--- src/hw/rtl/acg_pkg.sv ---
// Shared types, constants and the quarter-wave sine table of the astroid point generator.
// No dependencies; every other module and interface imports it.
package acg_pkg;

  // Phase and table geometry
  localparam int PHASE_BITS    = 16;
  localparam int TABLE_ENTRIES = 1024;
  localparam int IDX_W         = $clog2(TABLE_ENTRIES);
  localparam int HALF_ENTRIES  = TABLE_ENTRIES / 2;
  localparam int QTR_ENTRIES   = TABLE_ENTRIES / 4;
  localparam int QIDX_W        = $clog2(QTR_ENTRIES + 1);

  // Field widths
  localparam int POS_W      = 24;
  localparam int STEP_W     = 16;
  localparam int SIN_W      = 16;
  localparam int TERM_W     = POS_W + 1;
  localparam int SUM_W      = POS_W + 2;
  localparam int CFG_IDX_W  = 3;
  localparam int CFG_DATA_W = 24;

  localparam int POS_MAX = (1 << (POS_W - 1)) - 1;
  localparam int POS_MIN = -(1 << (POS_W - 1));

  // Decoupling queue
  localparam int QUEUE_DEPTH = 4;
  localparam int QPTR_W      = $clog2(QUEUE_DEPTH);
  localparam int QCNT_W      = $clog2(QUEUE_DEPTH + 1);

  // Table generation constants (pi and one in Q30)
  localparam longint unsigned PI_Q30  = 64'd3373259426;
  localparam longint unsigned ONE_Q30 = 64'd1073741824;
  localparam longint unsigned AMP     = 64'd32767;

  typedef logic signed [POS_W-1:0]  pos_t;
  typedef logic [PHASE_BITS-1:0]    phase_t;
  typedef logic [STEP_W-1:0]        step_t;
  typedef logic [IDX_W-1:0]         idx_t;
  typedef logic signed [SIN_W-1:0]  sample_t;
  typedef logic signed [TERM_W-1:0] term_t;
  typedef logic signed [SUM_W-1:0]  sum_t;

  // Configuration register indexes
  typedef enum logic [CFG_IDX_W-1:0] {
    REG_ORIGIN_X     = 3'd0,
    REG_ORIGIN_Y     = 3'd1,
    REG_ORIGIN_Z     = 3'd2,
    REG_CURVE_RADIUS = 3'd3,
    REG_ANGLE_STEP   = 3'd4
  } cfg_reg_e;

  typedef struct packed {
    pos_t  origin_x;
    pos_t  origin_y;
    pos_t  origin_z;
    pos_t  curve_radius;
    step_t angle_step;
  } cfg_t;

  // One queued point: table index of its phase
  typedef struct packed {
    logic valid;
    idx_t idx;
  } entry_t;

  typedef logic [SIN_W-1:0] qsin_tab_t [QTR_ENTRIES+1];

  // Unsigned quotient by shift and subtract; used only while building the table
  function automatic longint unsigned udiv(longint unsigned num, longint unsigned den);
    longint unsigned quo;
    longint unsigned rem;
    quo = '0;
    rem = '0;
    for (int b = 63; b >= 0; b--) begin
      rem = {rem[62:0], num[b]};
      if (rem >= den) begin
        rem    = rem - den;
        quo[b] = 1'b1;
      end
    end
    return quo;
  endfunction

  // Quarter sine, round(32767*sin), by an eleven-term series in Q30
  function automatic qsin_tab_t build_qsin();
    qsin_tab_t       tab;
    longint unsigned x;
    longint unsigned x2;
    longint unsigned term;
    longint unsigned v;
    longint unsigned e;
    longint          sum;
    for (int k = 0; k <= QTR_ENTRIES; k++) begin
      x    = (64'd2 * PI_Q30 * longint'(k)) / TABLE_ENTRIES;
      x2   = (x * x) >> 30;
      term = x;
      sum  = longint'(x);
      for (int n = 1; n <= 10; n++) begin
        term = udiv((term * x2) >> 30, 64'((2 * n) * (2 * n + 1)));
        if (n[0]) begin
          sum = sum - longint'(term);
        end else begin
          sum = sum + longint'(term);
        end
      end
      if (sum < 0) begin
        sum = 0;
      end
      v = longint'(sum);
      if (v > ONE_Q30) begin
        v = ONE_Q30;
      end
      e = (v * AMP + (ONE_Q30 >> 1)) >> 30;
      if (e > AMP) begin
        e = AMP;
      end
      tab[k] = SIN_W'(e);
    end
    return tab;
  endfunction

  localparam qsin_tab_t QSIN = build_qsin();

endpackage

--- src/hw/rtl/acg_queue.sv ---
// Short FIFO of table indexes between the front end and the arithmetic back end.
// Depends on acg_pkg.
module acg_queue import acg_pkg::*; (
  input  logic   clk_i,
  input  logic   rst_ni,
  input  entry_t push_i,
  output logic   full_o,
  input  logic   pop_i,
  output entry_t head_o
);

  idx_t              mem_q [QUEUE_DEPTH];
  logic [QPTR_W-1:0] wptr_q;
  logic [QPTR_W-1:0] rptr_q;
  logic [QCNT_W-1:0] count_q;
  logic [QCNT_W-1:0] count_d;
  logic              do_pop;

  assign full_o       = (count_q == QCNT_W'(QUEUE_DEPTH));
  assign head_o.valid = (count_q != '0);
  assign head_o.idx   = mem_q[rptr_q];
  assign do_pop       = pop_i && head_o.valid;

  // Track fill level
  always_comb begin
    count_d = count_q;
    if (push_i.valid && !do_pop) begin
      count_d = count_q + 1'b1;
    end else if (!push_i.valid && do_pop) begin
      count_d = count_q - 1'b1;
    end
  end

  // Advance pointers
  always_ff @(posedge clk_i or negedge rst_ni) begin
    if (!rst_ni) begin
      wptr_q  <= '0;
      rptr_q  <= '0;
      count_q <= '0;
    end else begin
      count_q <= count_d;
      if (push_i.valid) begin
        wptr_q <= wptr_q + 1'b1;
      end
      if (do_pop) begin
        rptr_q <= rptr_q + 1'b1;
      end
    end
  end

  // Store entries
  always_ff @(posedge clk_i) begin
    if (push_i.valid) begin
      mem_q[wptr_q] <= push_i.idx;
    end
  end

endmodule

--- config.mk ---
export PLATFORM = sky130hd
export DESIGN_NAME = acg_queue
export DESIGN_NICKNAME = d
export VERILOG_FILES = /design/src/hw/rtl/acg_pkg.sv /design/src/hw/rtl/acg_queue.sv
export SDC_FILE = /design/constraint.sdc
export NUM_CORES = 1
export LEC_CHECK = 0
export BUFFER_PORTS_ARGS = -buffer_cell sky130_fd_sc_hd__buf_2
export CORE_AREA = 2 2 73 75
export CTS_BUF_LIST = sky130_fd_sc_hd__clkbuf_2
export DETAILED_ROUTE_END_ITERATION = 12
export DIE_AREA = 0 0 75 77
export GPL_TIMING_DRIVEN = 0
export PLACE_DENSITY_LB_ADDON = 0.15
export RECOVER_POWER = 50
export SETUP_SLACK_MARGIN = 0.1
export SYNTH_ARGS = -nofsm -noshare
export SYNTH_HDL_FRONTEND = slang
export SYNTH_SLANG_ARGS = --single-unit
--- constraint.sdc ---
create_clock -name clk_i -period 2.3 [get_ports clk_i]
set_input_delay 0.23 -clock clk_i [delete_from_list [all_inputs] [get_ports clk_i]]
set_output_delay 0.23 -clock clk_i [all_outputs]
set_load 0.02 [all_outputs]
==> metrics.txt, run 1 <==
status=complete, no violations; #FFs+latches synth=47; Die Height=77 um; io pins=26; Power Density=1170 mW/mm^2; Syn Nets=106; largest area contributor in the netlist=edfxtp_1; placed cell area=0.00207 sq mm; gr usage total=0.119; Antenna Cells=0; crit share post-route=0.910; vias in the first global route=941; hpwl dp=1920 um; Slew Limit Fails=0; clk sink count=47; most instantiated library cell after synthesis=edfxtp_1; site row count=26; initial drt markers=33; final setup TNS=0 ns; Yosys top cell area share=0.647; Post-synth EDFFs=40; CTS buffer count=5; largest cells by area after synthesis=edfxtp_1, mux4_2, dfrtp_1; CP Class=reg -> reg; Layout area overhead=20.6%; CP Launch Type=register; synth warn=0; vias per std cell=4.54; Mapped Area=0.00186 sq mm; RSZ-0062 raised after global routing=false; Port Buffers=25; Final Util=0.449; MaxCap Viol Count=0; CTS H-tree depth=2; Setup violations, final=0; DRC errors left=0; initial core utilization=0.373; CTS tree=built; Max VDD drop=0.575 mV; Detail Route Antenna Nets=0; GP Congestion=0.636; sequential fraction of the synthesis area=0.742; Slew Limit Headroom=0.495; endpoints failing hold=0; clk buf depth=2; syn avg cell area=21.6 sq um; unique cell type count in the Yosys netlist=20; Pleak=0.799 nW; Root Buffer=clkbuf_2; Core Region=0.00498 sq mm; fmax=478 MHz; TritonRoute pass-1 iters=3; clk slew on worst S/H paths=0.23 ns; initial antenna violation count=0; Post-Route WL=2950 um; post-synthesis instance total=86; CP endpoint kind=register; FILL cells=459; largest net degree at the start of global routing=15; Worst Path Arrival=2.45 ns; first-pass GRT wire length=4910 um; die area=0.00578 sq mm; Remaining Overflow, GRT=0; worst clock skew=0.0145 ns; largest fanout on the critical path=4; DR vias=912; critical path data required time=2.66 ns; proportion of layout cells with a drive suffix above 1=0.282; Final Instance Area=0.00224 sq mm; fin crit period=2.09 ns; die width=75 um; WL/cell=14.7 um; nets=150; Skew-Pair Late Insertion Delay=0.41 ns; Post-synth top cells=edfxtp_1, mux4_2, dfrtp_1; asr flop ratio synth=0.149; Worst Tran Pin Value=0.757 ns; r2r setup slk=0.21 ns; worst min path class=in -> reg; Top FF cell, synth=edfxtp_1
## routing by layer
metal,track usage,part of all wire,up-vias
met3,0.0447,0.043,7
met2,0.188,0.52,18
met4,0.0429,0.016,0
li1,-,-,422
met1,0.149,0.42,465
met5,0,0,-
## final timing paths
kind,start,end,depth (start not counted)
setup / recovery,count_q[0],count_q[2],8
hold / removal,pop_i,rptr_q[1],3
setup reg to reg,count_q[0],count_q[2],8
hold reg to reg,count_q[2],count_q[2],1
max in group asynchronous,rst_ni,count_q[0],2
min in group asynchronous,rst_ni,count_q[2],2
## layout by cell type, fill, tap and decap left out, drive strengths merged
| master | n |
|---|---|
| fa | 1 |
| clkbuf | 16 |
| xnor2 | 3 |
| nand2 | 2 |
| and2 | 4 |
| mux2 | 1 |
| clkinv | 2 |
| nor3b | 1 |
| ha | 5 |
| buf | 17 |
| nand3 | 1 |
| mux4 | 10 |
| dfrtp | 7 |
| o21ai | 1 |
| dlygate4sd3 | 11 |
| nor2 | 1 |
| bufinv | 1 |
| inv | 3 |
| edfxtp | 40 |
| or3 | 1 |
| xor2 | 3 |
## where the power goes
part           internal (mW)  total (mW)  leakage [nW]  switching, mW
Clock                  0.179       0.431        0.0404          0.252
Sequential              1.14        1.22         0.449         0.0857
Combinational          0.429       0.952         0.310          0.523
Total                   1.75        2.61         0.799          0.860
## state kept, by name, indices dropped and copies added (netlist names)
register  flops
mem_q        40
count_q       3
rptr_q        2
wptr_q        2
## worst max-delay path, stage by stage (launching register included)
cell,delay (ns)
dfrtp_2,0.48
or3_4,0.41
nand2_1,0.12
ha_2,0.19
inv_1,0.05
fa_1,0.37
xor2_1,0.15
nor2_1,0.11
xor2_1,0.16
## cell families (layout without fill, tap and decap cells)
logic type / count (synthesis) / count (layout) / share of synthesized area
xor gates and xnor gates: 6 / 6 / 0.0283
adders and majority gates: 6 / 6 / 0.0445
muxes: 11 / 11 / 0.131
and+or+nand+nor: 10 / 10 / 0.0364
AOI/OAI and AO/OA: 1 / 1 / 0.00269
DFF: 47 / 47 / 0.742
buffers and inverters: 5 / 50 / 0.0148
## per-stage QoR
stage / hold WS [ns] / setup slack [ns] / power (mW) / instances
2_1_floorplan: -0.0656 / 0.301 / 1.92 / 86
3_3_place_gp: 0.0712 / 0.277 / 2.18 / 181
3_5_place_dp: 0.0750 / 0.215 / 2.21 / 181
4_1_cts: 0.00397 / 0.179 / 2.64 / 197
5_1_grt: 0.0375 / 0.0789 / 2.79 / 201
6_report: 0.0689 / 0.207 / 2.61 / 201
## repair_timing
item                       4_1_cts  5_1_grt
setup endpoints to repair        0        1
buffers inserted                 0        1
hold endpoints to repair        30        9
hold buffers                     8        3
gates resized for setup          0        2
## area by class of cell
| cell class | instances | area (sq um) | share of cell area |
|---|---|---|---|
| clock buffers | 5 | 25.0 | 0.0112 |
| flip-flops and latches | 47 | 1380 | 0.616 |
| repair buffers | 37 | 229 | 0.102 |
| well taps | 70 | 87.6 | 0.0391 |
| clock inverters | 3 | 38.8 | 0.0173 |
| multi-input cells | 34 | 452 | 0.202 |
| plain buffers | 2 | 16.3 | 0.00727 |
| inverters | 3 | 11.3 | 0.00503 |
Power figures use the tool's default switching activity.
==> run 2, diff against run 1 <==
REMOVE_ABC_BUFFERS = 1   (was not set)
==> run 2 against run 1 <==
Effect of this change:
- global-route usage is 0.48 points lower
- sequential power up 8%
- highest routed layer unchanged
- clock skew increased by 0.0042 ns
- critical path depth stayed put
- critical path type unchanged
==> metrics.txt, run 2 (synthesis results as in run 1) <==
final setup TNS=0 ns (unchanged); biggest regs=mem_q: 40 flops, count_q: 3 flops (unchanged); CP endpoint kind=register (unchanged); FILL cells=457 (was 459); CP Class=reg -> reg (unchanged); proportion of layout cells with a drive suffix above 1=0.292 (was 0.282); die area=0.00578 sq mm (unchanged); largest fanout on the critical path=4 (unchanged); Post-Route WL=2890 um (was 2950 um); Remaining Overflow, GRT=0 (unchanged); fmax=483 MHz (was 478 MHz); MaxCap Viol Count=0 (unchanged); worst clock skew=0.0188 ns (was 0.0145 ns); CTS buffer count=5 (unchanged); crit-path most repeated cell=xor2_1 (unchanged); max reg flops=40 (unchanged); initial core utilization=0.373 (unchanged); clk buf depth=2 (unchanged); delay-heaviest family, CP=simple AND/OR/NAND/NOR gates (unchanged); Port Buffers=25 (unchanged); Layout area overhead=20.6% (unchanged); Net Sw Power=0.853 mW (was 0.860 mW); WL/cell=14.5 um (was 14.7 um); Worst Path Arrival=2.41 ns (was 2.45 ns); total power=2.60 mW (was 2.61 mW); status=complete, no violations (unchanged); Sw Share=0.328 (was 0.330); Root Buffer=clkbuf_2 (unchanged); crit-path max cell delay=0.48 ns (about the same); largest net degree at the start of global routing=16 (was 15); clk slew on worst S/H paths=0.22 ns (was 0.23 ns); hold slack=0.0805 ns (was 0.0689 ns); vias per std cell=4.51 (was 4.54); Internal=1.74 mW (was 1.75 mW); CP bufs+invs=1 (unchanged); worst min path class=in -> reg (unchanged); Comb pwr share=0.325 (was 0.365); fin crit period=2.07 ns (was 2.09 ns); RSZ-0062 raised after global routing=true (was false); highest-delay cell along the critical path=dfrtp_2 (unchanged); TritonRoute pass-1 iters=4 (was 3); initial antenna violation count=0 (unchanged); Detail Route Antenna Nets=0 (unchanged); Die Height=77 um (unchanged); Antenna Cells=0 (unchanged); crit share post-route=0.900 (was 0.910); CP Cell Sequence=or3_4 -> nand2_2 -> ha_1 -> inv_1 -> fa_1 -> xor2_1 -> nor2_1 -> xor2_1 (was or3_4 -> nand2_1 -> ha_2 -> inv_1 -> fa_1 -> xor2_1 -> nor2_1 -> xor2_1); Power Density=1160 mW/mm^2 (was 1170 mW/mm^2); area of the multi-input gates=452 sq um (unchanged); most frequent cells in the layout=edfxtp_1, buf_2, dlygate4sd3_1, clkbuf_1, mux4_2 (unchanged); Cell Count, Final, Fillers Out=200 (was 201); nets=149 (was 150); register area=0.00138 sq mm (about the same); gr usage total=0.115 (was 0.119); endpoints failing hold=0 (unchanged); Pleak=0.796 nW (was 0.799 nW); Largest Register=mem_q (unchanged); commonest non-fill, non-tap cell in the layout=edfxtp_1 (unchanged); clock power share=0.167 (was 0.165); placed cell count=179 (was 181); GP Congestion=0.637 (was 0.636); site row count=26 (unchanged); first-pass GRT wire length=4660 um (was 4910 um); Slew Limit Headroom=0.465 (was 0.495); die width=75 um (unchanged); vias in the first global route=947 (was 941); CP Launch Type=register (unchanged); DRC errors left=0 (unchanged); initial drt markers=25 (was 33); DR vias=902 (was 912); io pins=26 (unchanged); Max VDD drop=0.543 mV (was 0.575 mV); CTS tree=built (unchanged); Worst Tran Pin Value=0.801 ns (was 0.757 ns); Setup violations, final=0 (unchanged); Sequential Power Share=0.508 (was 0.470); Skew-Pair Late Insertion Delay=0.39 ns (was 0.41 ns); critical path data required time=2.64 ns (was 2.66 ns); clk sink count=47 (unchanged); Core Region=0.00498 sq mm (unchanged); CTS H-tree depth=2 (unchanged); Slew Limit Fails=0 (unchanged)
[run 2: changes by cell type in the layout (fill, tap and decap cells not counted), sizes merged]
cell	change
buf	-1
[run 2: tightest hold or removal path: stages]
cell	delay [ns]
buf_2	0.11
nand3_2	0.07
xnor2_1	0.05
[run 2: layer usage]
layer	wire length, um	vias to the layer above	track usage
met5	0	-	0
met4	23	0	0.0375
met3	115	2	0.0447
met2	1610	19	0.188
met1	1140	461	0.136
li1	-	420	-
[run 2: path summary, 6_finish.rpt]
kind | startpoint | end | slack, ns | depth (start not counted)
hold reg to reg | count_q[2] | count_q[2] | 0.50 | 1
setup / recovery | count_q[0] | count_q[2] | 0.23 | 8
hold / removal | pop_i | rptr_q[1] | 0.08 | 3
setup reg to reg | count_q[0] | count_q[2] | 0.23 | 8
max in group asynchronous | rst_ni | rptr_q[0] | 1.77 | 2
min in group asynchronous | rst_ni | rptr_q[0] | 0.22 | 2
[run 2: final cells by class]
class                      count  share of cell area
clock buffer                   5              0.0112
clock inverter                 3              0.0196
inverter                       3             0.00503
multi-input combinational     34               0.202
sequential                    47               0.617
tap                           70              0.0391
timing repair buffer          38               0.106
[run 2: metrics by stage]
| step | area (sq um) | setup WS, ns | util |
|---|---|---|---|
| after detailed placement | 2050 | 0.229 | 0.412 |
| final | 2240 | 0.229 | 0.449 |
| after global placement | 2050 | 0.282 | 0.412 |
| after CTS | 2150 | 0.166 | 0.432 |
| after global routing | 2240 | 0.0680 | 0.449 |
| after floorplan | 1840 | 0.301 | - |
[run 2: power groups by stage]
stage,clock network [mW],registers (mW),logic [mW]
6_report,0.433,1.32,0.845
5_1_grt,0.490,1.36,0.933
4_1_cts,0.449,1.33,0.829
3_5_place_dp,0,1.35,0.823
3_3_place_gp,0,1.34,0.805
2_1_floorplan,0,1.28,0.607
[run 2: timing repair]
action,CTS,global route
hold endpoints to repair,15,27
hold buffers,3,8
endpoints found under the setup margin,10,3
buffers inserted,0,2
gates resized for setup,1,2
