--- config.mk ---
export PLATFORM = sky130hd
export DESIGN_NAME = acg_front_flat
export DESIGN_NICKNAME = d
export VERILOG_FILES = /design/src/hw/rtl/acg_pkg.sv /design/src/hw/rtl/acg_if.sv /design/src/hw/rtl/acg_front.sv /design/src/flat_wrapper.sv
export SDC_FILE = /design/constraint.sdc
export NUM_CORES = 1
export LEC_CHECK = 0
export ABC_CLOCK_PERIOD_IN_PS = 2450
export BUFFER_PORTS_ARGS = -buffer_cell sky130_fd_sc_hd__clkbuf_2
export CAP_MARGIN = 15
export CORE_MARGIN = 1
export CORE_UTILIZATION = 48
export CTS_BUF_LIST = sky130_fd_sc_hd__clkbuf_16
export DETAILED_ROUTE_END_ITERATION = 10
export PLACE_DENSITY_LB_ADDON = 0.1
export SLEW_MARGIN = 5
export SYNTH_ARGS = -nofsm -noshare
export SYNTH_HDL_FRONTEND = slang
export SYNTH_SLANG_ARGS = --single-unit
export TNS_END_PERCENT = 50
--- constraint.sdc ---
create_clock -name clk_i -period 2.45 [get_ports clk_i]
set_input_delay 0.1225 -clock clk_i [delete_from_list [all_inputs] [get_ports clk_i]]
set_output_delay 0.1225 -clock clk_i [all_outputs]
set_load 0.01 [all_outputs]
--- src/hw/rtl/acg_pkg.sv ---
// Shared types, constants and the quarter-wave sine table of the astroid point generator.
// No dependencies; every other module and interface imports it.
package acg_pkg;

  // Phase and table geometry
  localparam int PHASE_BITS    = 16;
  localparam int TABLE_ENTRIES = 1024;
  localparam int IDX_W         = $clog2(TABLE_ENTRIES);
  localparam int HALF_ENTRIES  = TABLE_ENTRIES / 2;
  localparam int QTR_ENTRIES   = TABLE_ENTRIES / 4;
  localparam int QIDX_W        = $clog2(QTR_ENTRIES + 1);

  // Field widths
  localparam int POS_W      = 24;
  localparam int STEP_W     = 16;
  localparam int SIN_W      = 16;
  localparam int TERM_W     = POS_W + 1;
  localparam int SUM_W      = POS_W + 2;
  localparam int CFG_IDX_W  = 3;
  localparam int CFG_DATA_W = 24;

  localparam int POS_MAX = (1 << (POS_W - 1)) - 1;
  localparam int POS_MIN = -(1 << (POS_W - 1));

  // Decoupling queue
  localparam int QUEUE_DEPTH = 4;
  localparam int QPTR_W      = $clog2(QUEUE_DEPTH);
  localparam int QCNT_W      = $clog2(QUEUE_DEPTH + 1);

  // Table generation constants (pi and one in Q30)
  localparam longint unsigned PI_Q30  = 64'd3373259426;
  localparam longint unsigned ONE_Q30 = 64'd1073741824;
  localparam longint unsigned AMP     = 64'd32767;

  typedef logic signed [POS_W-1:0]  pos_t;
  typedef logic [PHASE_BITS-1:0]    phase_t;
  typedef logic [STEP_W-1:0]        step_t;
  typedef logic [IDX_W-1:0]         idx_t;
  typedef logic signed [SIN_W-1:0]  sample_t;
  typedef logic signed [TERM_W-1:0] term_t;
  typedef logic signed [SUM_W-1:0]  sum_t;

  // Configuration register indexes
  typedef enum logic [CFG_IDX_W-1:0] {
    REG_ORIGIN_X     = 3'd0,
    REG_ORIGIN_Y     = 3'd1,
    REG_ORIGIN_Z     = 3'd2,
    REG_CURVE_RADIUS = 3'd3,
    REG_ANGLE_STEP   = 3'd4
  } cfg_reg_e;

  typedef struct packed {
    pos_t  origin_x;
    pos_t  origin_y;
    pos_t  origin_z;
    pos_t  curve_radius;
    step_t angle_step;
  } cfg_t;

  // One queued point: table index of its phase
  typedef struct packed {
    logic valid;
    idx_t idx;
  } entry_t;

  typedef logic [SIN_W-1:0] qsin_tab_t [QTR_ENTRIES+1];

  // Unsigned quotient by shift and subtract; used only while building the table
  function automatic longint unsigned udiv(longint unsigned num, longint unsigned den);
    longint unsigned quo;
    longint unsigned rem;
    quo = '0;
    rem = '0;
    for (int b = 63; b >= 0; b--) begin
      rem = {rem[62:0], num[b]};
      if (rem >= den) begin
        rem    = rem - den;
        quo[b] = 1'b1;
      end
    end
    return quo;
  endfunction

  // Quarter sine, round(32767*sin), by an eleven-term series in Q30
  function automatic qsin_tab_t build_qsin();
    qsin_tab_t       tab;
    longint unsigned x;
    longint unsigned x2;
    longint unsigned term;
    longint unsigned v;
    longint unsigned e;
    longint          sum;
    for (int k = 0; k <= QTR_ENTRIES; k++) begin
      x    = (64'd2 * PI_Q30 * longint'(k)) / TABLE_ENTRIES;
      x2   = (x * x) >> 30;
      term = x;
      sum  = longint'(x);
      for (int n = 1; n <= 10; n++) begin
        term = udiv((term * x2) >> 30, 64'((2 * n) * (2 * n + 1)));
        if (n[0]) begin
          sum = sum - longint'(term);
        end else begin
          sum = sum + longint'(term);
        end
      end
      if (sum < 0) begin
        sum = 0;
      end
      v = longint'(sum);
      if (v > ONE_Q30) begin
        v = ONE_Q30;
      end
      e = (v * AMP + (ONE_Q30 >> 1)) >> 30;
      if (e > AMP) begin
        e = AMP;
      end
      tab[k] = SIN_W'(e);
    end
    return tab;
  endfunction

  localparam qsin_tab_t QSIN = build_qsin();

endpackage

--- src/hw/rtl/acg_if.sv ---
// Valid/ready channel interfaces for the input and result beats of the point generator.
// Depends on acg_pkg for the payload types.
interface acg_in_if import acg_pkg::*; ();
  logic valid;
  logic ready;
  logic restart;

  modport source (output valid, output restart, input ready);
  modport sink   (input valid, input restart, output ready);
endinterface


--- src/hw/rtl/acg_front.sv ---
// Front end: takes input beats, keeps the phase accumulator and queues table indexes.
// Depends on acg_pkg and acg_in_if.
module acg_front import acg_pkg::*; (
  input  logic         clk_i,
  input  logic         rst_ni,
  acg_in_if.sink       in_i,
  input  step_t        angle_step_i,
  input  logic         q_full_i,
  output entry_t       push_o
);

  phase_t phase_q;
  phase_t phase_d;
  phase_t phase_cur;
  logic   accept;
  logic [PHASE_BITS+IDX_W-1:0] phase_scaled;

  // Take a beat whenever the queue has room
  assign in_i.ready = !q_full_i;
  assign accept     = in_i.valid && !q_full_i;

  // Zero the phase first on restart
  assign phase_cur = in_i.restart ? '0 : phase_q;

  // Scale the phase to a table index: phase * entries / 2^PHASE_BITS
  assign phase_scaled = {phase_cur, {IDX_W{1'b0}}};

  always_comb begin
    push_o.valid = accept;
    push_o.idx   = phase_scaled[PHASE_BITS +: IDX_W];
  end

  // Advance by the step after each accepted beat, wrapping at one turn
  assign phase_d = accept ? phase_t'(phase_cur + PHASE_BITS'(angle_step_i)) : phase_q;

  always_ff @(posedge clk_i or negedge rst_ni) begin
    if (!rst_ni) begin
      phase_q <= '0;
    end else begin
      phase_q <= phase_d;
    end
  end

endmodule

--- src/flat_wrapper.sv ---
// flat-port wrapper written by rule: the top's interface ports become plain ports
module acg_front_flat import acg_pkg::*;
  (clk_i, rst_ni, angle_step_i, q_full_i, push_o, in_i_valid, in_i_restart, in_i_ready);
  acg_in_if in_i_i ();
  input  logic clk_i;
  input  logic rst_ni;
  input  step_t angle_step_i;
  input  logic q_full_i;
  output entry_t push_o;
  input wire logic [$bits(in_i_i.valid)-1:0] in_i_valid;
  input wire logic [$bits(in_i_i.restart)-1:0] in_i_restart;
  output wire logic [$bits(in_i_i.ready)-1:0] in_i_ready;
  assign in_i_i.valid = in_i_valid;
  assign in_i_i.restart = in_i_restart;
  assign in_i_ready = in_i_i.ready;
  acg_front u_core (.clk_i(clk_i), .rst_ni(rst_ni), .in_i(in_i_i), .angle_step_i(angle_step_i), .q_full_i(q_full_i), .push_o(push_o));
endmodule
==> results of run 1 <==
[through the flow]
stage               instances  hold WS, ns  cell area [sq um]
global placement          231      0.08393               1630
global route              237       0.2235               1743
CTS                       236       0.2103               1730
floorplan                 170      -0.1731               1429
detailed placement        231      0.09427               1630
finish                    237       0.2186               1743
[worst paths after layout]
kind,end,cells after the start,start,slack (ns)
min in group asynchronous,u_core.phase_q[1],2,rst_ni,0.34
hold reg to reg,u_core.phase_q[1],2,u_core.phase_q[1],0.47
max in group asynchronous,u_core.phase_q[14],2,rst_ni,1.80
setup reg to reg,u_core.phase_q[15],8,u_core.phase_q[12],0.10
setup / recovery,u_core.phase_q[15],8,u_core.phase_q[12],0.10
hold / removal,u_core.phase_q[0],4,angle_step_i[0],0.22
[cell type report]
type / instances / area, sq um
Clock buffer: 3 / 75.07
Clock inverter: 1 / 3.754
Fill cell: 261 / 1039
Inverter: 5 / 18.77
Multi-Input combinational cell: 143 / 998.5
Sequential cell: 16 / 400.4
Tap cell: 31 / 38.79
Timing Repair Buffer: 38 / 207.7
[cells by family after synthesis]
family          Yosys count  synth area share [%]
xor+xnor                 11                 6.742
buf+inv                  11                 3.239
compound gates           51                 24.43
flops                    16                 28.02
fa+ha+maj                16                 14.54
simple gates             65                 23.03
[worst register-to-register path, cell delays in order (launching register included)]
cell and delay, ns:
dfrtp_1 0.37, nor2b_1 0.14, ha_1 0.37, a21oi_2 0.21
o21bai_1 0.08, a21o_1 0.21, or4_4 0.53, a41oi_2 0.22
o211ai_2 0.10
[routing by layer]
layer | routed length, um | track usage, % | part of all wire [%]
met1 | 1496 | 29.13 | 48
met2 | 1417 | 34.45 | 46
met3 | 146 | 2.995 | 4.7
met4 | 38 | 7.317 | 1.2
met5 | 0 | 0 | 0
[layout by cell type, fill, tap and decap left out, drive strengths merged, types with 3 or more instances in the layout]
cell,instances
a21oi,11
nand3,3
a211oi,5
nor2,8
clkbuf,35
inv,4
xor2,5
buf,5
nand2,24
dfrtp,16
ha,15
o21ai,18
o21a,3
a21o,4
xnor2,6
nor2b,16
[power by group]
| group | internal, uW | leakage [uW] | switching, uW |
|---|---|---|---|
| combinational | 291 | 0.000601 | 332 |
| sequential | 347 | 0.000195 | 37.1 |
| clock | 217 | 0.0000385 | 111 |
| total | 855 | 0.000835 | 481 |
[timing repair]
item / CTS / global route
pin swaps: 0 / 2
endpoints found under the hold margin: 16 / 0
gates resized for setup: 1 / 2
endpoints found under the setup margin: 1 / 2
setup buffers: 0 / 1
hold buffers: 1 / 0
==> results.py, run 1 <==
metrics = {
    "drt": {
        "drc": 0,
        "wl_mm": 3.098,
        "drtPass1Iterations": 4,
        "detail_route.wl_per_cell_um": 13.07,
        "vias": 1330,
        "ant_nets": 0,
        "routed_via_density": 5.612,
        "drtIter0Drc": 37,
    },
    "global_routing": {
        "grt_remaining_overflow": 0,
        "grt_usage_pct": 21.34,
        "antenna_found_initial": 0,
        "grt_pass1_vias": 1261,
        "grt_max_degree": 18,
        "grt_pass1_wl_mm": 5.451,
    },
    "finish": {
        "fin_nets": 244,
        "area_delta_synth_final_pct": 21.98,
        "drive_above_1_share_pct": 25.24,
        "diodes": 0,
        "regMostFlops": "u_core.phase_q",
        "top_regs": "u_core.phase_q x16",
        "largest_register_ffs": 16,
        "finish.utilization_pct": 62.66,
    },
    "die": {
        "dieArea_sq_um": 3199,
        "start_util_pct": 51.37,
        "dieHeight_um": 56.56,
        "rows": 19,
        "die_x_um": 56.56,
        "io_pins": 33,
        "core_sq_um": 2781,
    },
    "worst_setup_path": {
        "worstSetupStartpointType": "flip-flop",
        "path_class": "flip-flop to flip-flop",
        "worstPathArrival_ns": 2.47,
        "worst_path_max_delay_cell": "or4_4",
        "cp_max_fo": 6,
        "crit_path_cell_trace": "nor2b_1 > ha_1 > a21oi_2 > o21bai_1 > a21o_1 > or4_4 > a41oi_2 > o211ai_2",
        "crit_family": "compound AO/OA/AOI/OAI gates",
        "path_buf_inv": 0,
        "cp_data_required_time_ns": 2.57,
        "slowest_delay_ns": 0.53,
        "critPathCaptureType": "flip-flop",
    },
    "yosys": {
        "yosysTopAreaCell": "dfrtp_1",
        "syn-cell-area_sq_um": 1429,
        "synth_commonest_cells": "nand2_1, o21ai_0, dfrtp_1, nor2b_1, ha_1",
        "synth_area_leaders": "dfrtp_1, ha_1, nor2b_1, nand2_1, o21ai_0",
        "syn_nets": 207,
        "synthArstFlopShare_pct": 100.0,
        "yosysUniqueCellTypes": 41,
        "yosysMostFrequentCell": "nand2_1",
        "yosys_warnings": 0,
        "ys_seq_elements": 16,
        "yosysSeqAreaShare_pct": 28.02,
        "synth_top_area_share_pct": 28.02,
        "synth_cells": 170,
        "avgSynthCellArea_sq_um": 8.405,
        "synth_edf_count": 0,
        "synthFlopType": "dfrtp_1",
    },
    "clock_tree": {
        "cts-root-buf": "clkbuf_16",
        "clock_latency_ns": 0.25,
        "clock_path_buffers": 2,
        "clock_sink_count": 16,
        "clk_pin_slew_ns": 0.05,
        "cts_max_level": 1,
        "cts_made_buffers": 3,
        "cts_tree": "yes",
    },
    "sta": {
        "worst_slack_ns": 0.1005,
        "finalSetupViolCount": 0,
        "final_period_minus_worst_setup_slack_ns": 2.350,
        "rsz0062_at_grt": "false",
        "maxSlewHeadroom_pct": 70.43,
        "slew_viol_final": 0,
        "finalCritPeriodShare_pct": 95.90,
        "fin_skew_ns": 0.003546,
        "finalHoldViolCount": 0,
        "fmax_mhz": 425.6,
        "worst_pin_slew_ns": 0.4435,
        "setup_tns_ns": 0,
    },
    "status": {
        "status": "complete, no violations",
    },
    "run": {
        "maxCapViolations": 0,
    },
    "placement": {
        "routabilityCongestion": 0.8505,
        "pre_cts_slack_ns": -0.001549,
        "dp_hpwl_mm": 2.464,
        "numPortBuffers": 32,
    },
    "power_and_ir_drop": {
        "p_leak_uw": 0.0008346,
        "power_uw": 1336,
        "power_density_nw_per_um2": 766.3,
        "peakVddDrop_mv": 0.5126,
    },
    "worst_hold_path": {
        "hold_path.class": "primary input to flip-flop",
    },
}
No activity file was read; power rests on OpenSTA's default activity.
==> run 2, diff against run 1 <==
--- a/config.mk
+++ b/config.mk
@@ -5,14 +5,16 @@
 export SDC_FILE = /design/constraint.sdc
 export NUM_CORES = 1
 export LEC_CHECK = 0
-export ABC_CLOCK_PERIOD_IN_PS = 2450
+export ABC_AREA = 1
+export ABC_CLOCK_PERIOD_IN_PS = 2800
 export BUFFER_PORTS_ARGS = -buffer_cell sky130_fd_sc_hd__clkbuf_2
 export CAP_MARGIN = 15
 export CORE_MARGIN = 1
-export CORE_UTILIZATION = 48
+export CORE_UTILIZATION = 60
 export CTS_BUF_LIST = sky130_fd_sc_hd__clkbuf_16
 export DETAILED_ROUTE_END_ITERATION = 10
 export PLACE_DENSITY_LB_ADDON = 0.1
+export REMOVE_ABC_BUFFERS = 1
 export SLEW_MARGIN = 5
 export SYNTH_ARGS = -nofsm -noshare
 export SYNTH_HDL_FRONTEND = slang
==> constraint.sdc (replaced) <==
create_clock -name clk_i -period 2.8 [get_ports clk_i]
set_input_delay 0.14 -clock clk_i [delete_from_list [all_inputs] [get_ports clk_i]]
set_output_delay 0.14 -clock clk_i [all_outputs]
set_load 0.01 [all_outputs]
==> results.py, run 2 <==
metrics = {
    "status": {
        "status": "complete, no violations",
    },
    "finish": {
        "regMostFlops": "u_core.phase_q",
        "multiInputGateArea_sq_um": 1036,
        "drive_above_1_share_pct": 19.47,
        "final_cell_mix": "nand2_1, inv_1, clkbuf_2",
        "nFillCells": 223,
        "largest_register_ffs": 16,
        "fin_cells": 333,
        "final_common_cell": "nand2_1",
        "area_delta_synth_final_pct": 15.51,
        "fin_nets": 341,
        "seq_area_sq_um": 400.4,
        "top_regs": "u_core.phase_q x16",
        "diodes": 0,
    },
    "sta": {
        "final_period_minus_worst_setup_slack_ns": 1.865,
        "fin_skew_ns": 0.001626,
        "maxSlewHeadroom_pct": 70.12,
        "finalHoldViolCount": 0,
        "finalSetupViolCount": 0,
        "timing.hold.ws_ns": 0.2219,
        "slew_viol_final": 0,
        "finalCritPeriodShare_pct": 66.59,
        "setup_tns_ns": 0,
        "rsz0062_at_grt": "false",
        "worst_pin_slew_ns": 0.4482,
        "fmax_mhz": 536.3,
    },
    "yosys": {
        "synth_cells": 270,
        "yosysUniqueCellTypes": 30,
        "synthArstFlopShare_pct": 100.0,
        "ys_seq_elements": 16,
        "yosysTopAreaCell": "dfrtp_1",
        "yosys_warnings": 0,
        "yosysMostFrequentCell": "nand2_1",
        "syn-cell-area_sq_um": 1670,
        "synth_top_area_share_pct": 23.97,
        "synth_commonest_cells": "nand2_1, inv_1, nor2_1, nand3_1, dfrtp_1",
        "avgSynthCellArea_sq_um": 6.186,
        "synthFlopType": "dfrtp_1",
        "yosysSeqAreaShare_pct": 23.97,
        "synth_edf_count": 0,
        "synth_area_leaders": "dfrtp_1, nand2_1, ha_1, inv_1, nor2_1",
    },
    "clock_tree": {
        "cts-root-buf": "clkbuf_16",
        "cts_tree": "yes",
        "clock_path_buffers": 2,
        "cts_setup_buffers": 0,
        "cts_max_level": 1,
        "cts_made_buffers": 3,
        "clock_latency_ns": 0.25,
        "postCtsHoldBufs": 1,
        "post_cts_resize_count": 0,
        "clk_pin_slew_ns": 0.05,
        "clock_sink_count": 16,
    },
    "placement": {
        "numPortBuffers": 32,
        "dp_hpwl_mm": 2.784,
        "routabilityCongestion": 0.9049,
        "place_inst": 328,
    },
    "global_routing": {
        "grt_usage_pct": 27.59,
        "grt_pass1_vias": 1388,
        "grt_max_degree": 25,
        "antenna_found_initial": 0,
        "grt_pass1_wl_mm": 5.899,
        "grt_remaining_overflow": 0,
    },
    "drt": {
        "ant_nets": 0,
        "wl_mm": 3.689,
        "drtIter0Drc": 38,
        "vias": 1664,
        "drtPass1Iterations": 4,
        "routed_via_density": 4.997,
        "drc": 0,
        "detail_route.wl_per_cell_um": 11.08,
    },
    "worst_setup_path": {
        "worstPathArrival_ns": 1.99,
        "path_class": "flip-flop to flip-flop",
        "cp_data_required_time_ns": 2.93,
        "worstSetupStartpointType": "flip-flop",
        "cp_max_fo": 4,
        "critPathCaptureType": "flip-flop",
    },
    "die": {
        "start_util_pct": 65.63,
        "io_pins": 33,
        "dieHeight_um": 54.76,
        "dieArea_sq_um": 2999,
        "rows": 18,
        "core_sq_um": 2545,
        "die_x_um": 54.76,
    },
    "power_and_ir_drop": {
        "power_density_nw_per_um2": 566.9,
        "p_leak_uw": 0.001184,
        "peakVddDrop_mv": 0.4048,
    },
    "run": {
        "maxCapViolations": 0,
    },
    "worst_hold_path": {
        "hold_path.class": "primary input to flip-flop",
    },
}
[run 2: cell count changes in the layout (fill, tap and decap cells not counted), sizes merged, moves of 6 or more]
cell,previous run,this run
nand2,24,100
inv,4,54
nor2,8,28
nand3,3,19
nor2b,16,0
o21ai,18,6
xnor2,6,0
[run 2: worst paths after layout]
check	start	end	slack, ns	cells after the start
setup reg to reg	u_core.phase_q[0]	u_core.phase_q[6]	0.94	11
hold / removal	angle_step_i[0]	u_core.phase_q[0]	0.22	4
setup / recovery	u_core.phase_q[0]	u_core.phase_q[6]	0.94	11
max in group asynchronous	rst_ni	u_core.phase_q[15]	2.13	2
hold reg to reg	u_core.phase_q[11]	u_core.phase_q[11]	0.48	2
min in group asynchronous	rst_ni	u_core.phase_q[5]	0.36	2
[run 2: cell type report]
class                           count  share of cell area (%)
Clock buffer                        3                   3.891
Inverter                           55                   10.70
Sequential cell                    16                   20.75
Tap cell                           30                   1.946
Clock inverter                      1                  0.1946
Multi-Input combinational cell    195                   53.70
Timing Repair Buffer               33                   8.820
[run 2: power breakdown]
group / internal (uW) / switching [uW]
Combinational: 185 / 305
Sequential: 287 / 22.3
Clock: 190 / 104
Total: 662 / 431
[run 2: worst max-delay path, cell delays in order, from the launching register on]
cell and delay (ns):
dfrtp_1 0.35, inv_1 0.07, nor2_1 0.04, ha_1 0.22
fa_1 0.39, nand2_1 0.10, nand2_1 0.07, nand3_1 0.08
nand2_2 0.08, or2_1 0.20, nand3_1 0.07, o21ai_1 0.07
[run 2: cells by family (layout without fill, tap and decap cells)]
logic type / after synthesis / count (layout) / share of synthesized area (%)
AO/OA/AOI/OAI: 17 / 17 / 6.442
adder cells (fa/ha/maj): 16 / 16 / 12.43
AND/OR/NAND/NOR: 161 / 161 / 42.62
flip-flops: 16 / 16 / 23.97
buffers and inverters: 59 / 92 / 14.01
XOR/XNOR: 1 / 1 / 0.5244
[run 2: metal layers]
metal	global-route usage [%]	share of wire (%)	vias up
met5	0	0	-
met3	3.611	5.4	5
li1	-	-	884
met1	36.67	49	733
met4	8.547	1.1	0
met2	45.58	44	42
[run 2: stage by stage]
stage          util (%)  setup WS, ns  instance area (sq um)  power [uW]
2_1_floorplan         -         1.089                   1643       676.5
3_3_place_gp      72.32        0.8901                   1841       784.2
3_5_place_dp      72.32        0.8550                   1841       794.5
5_1_grt           75.81        0.8335                   1929        1183
4_1_cts           75.81        0.9334                   1929        1094
6_report          75.81        0.9354                   1929        1094
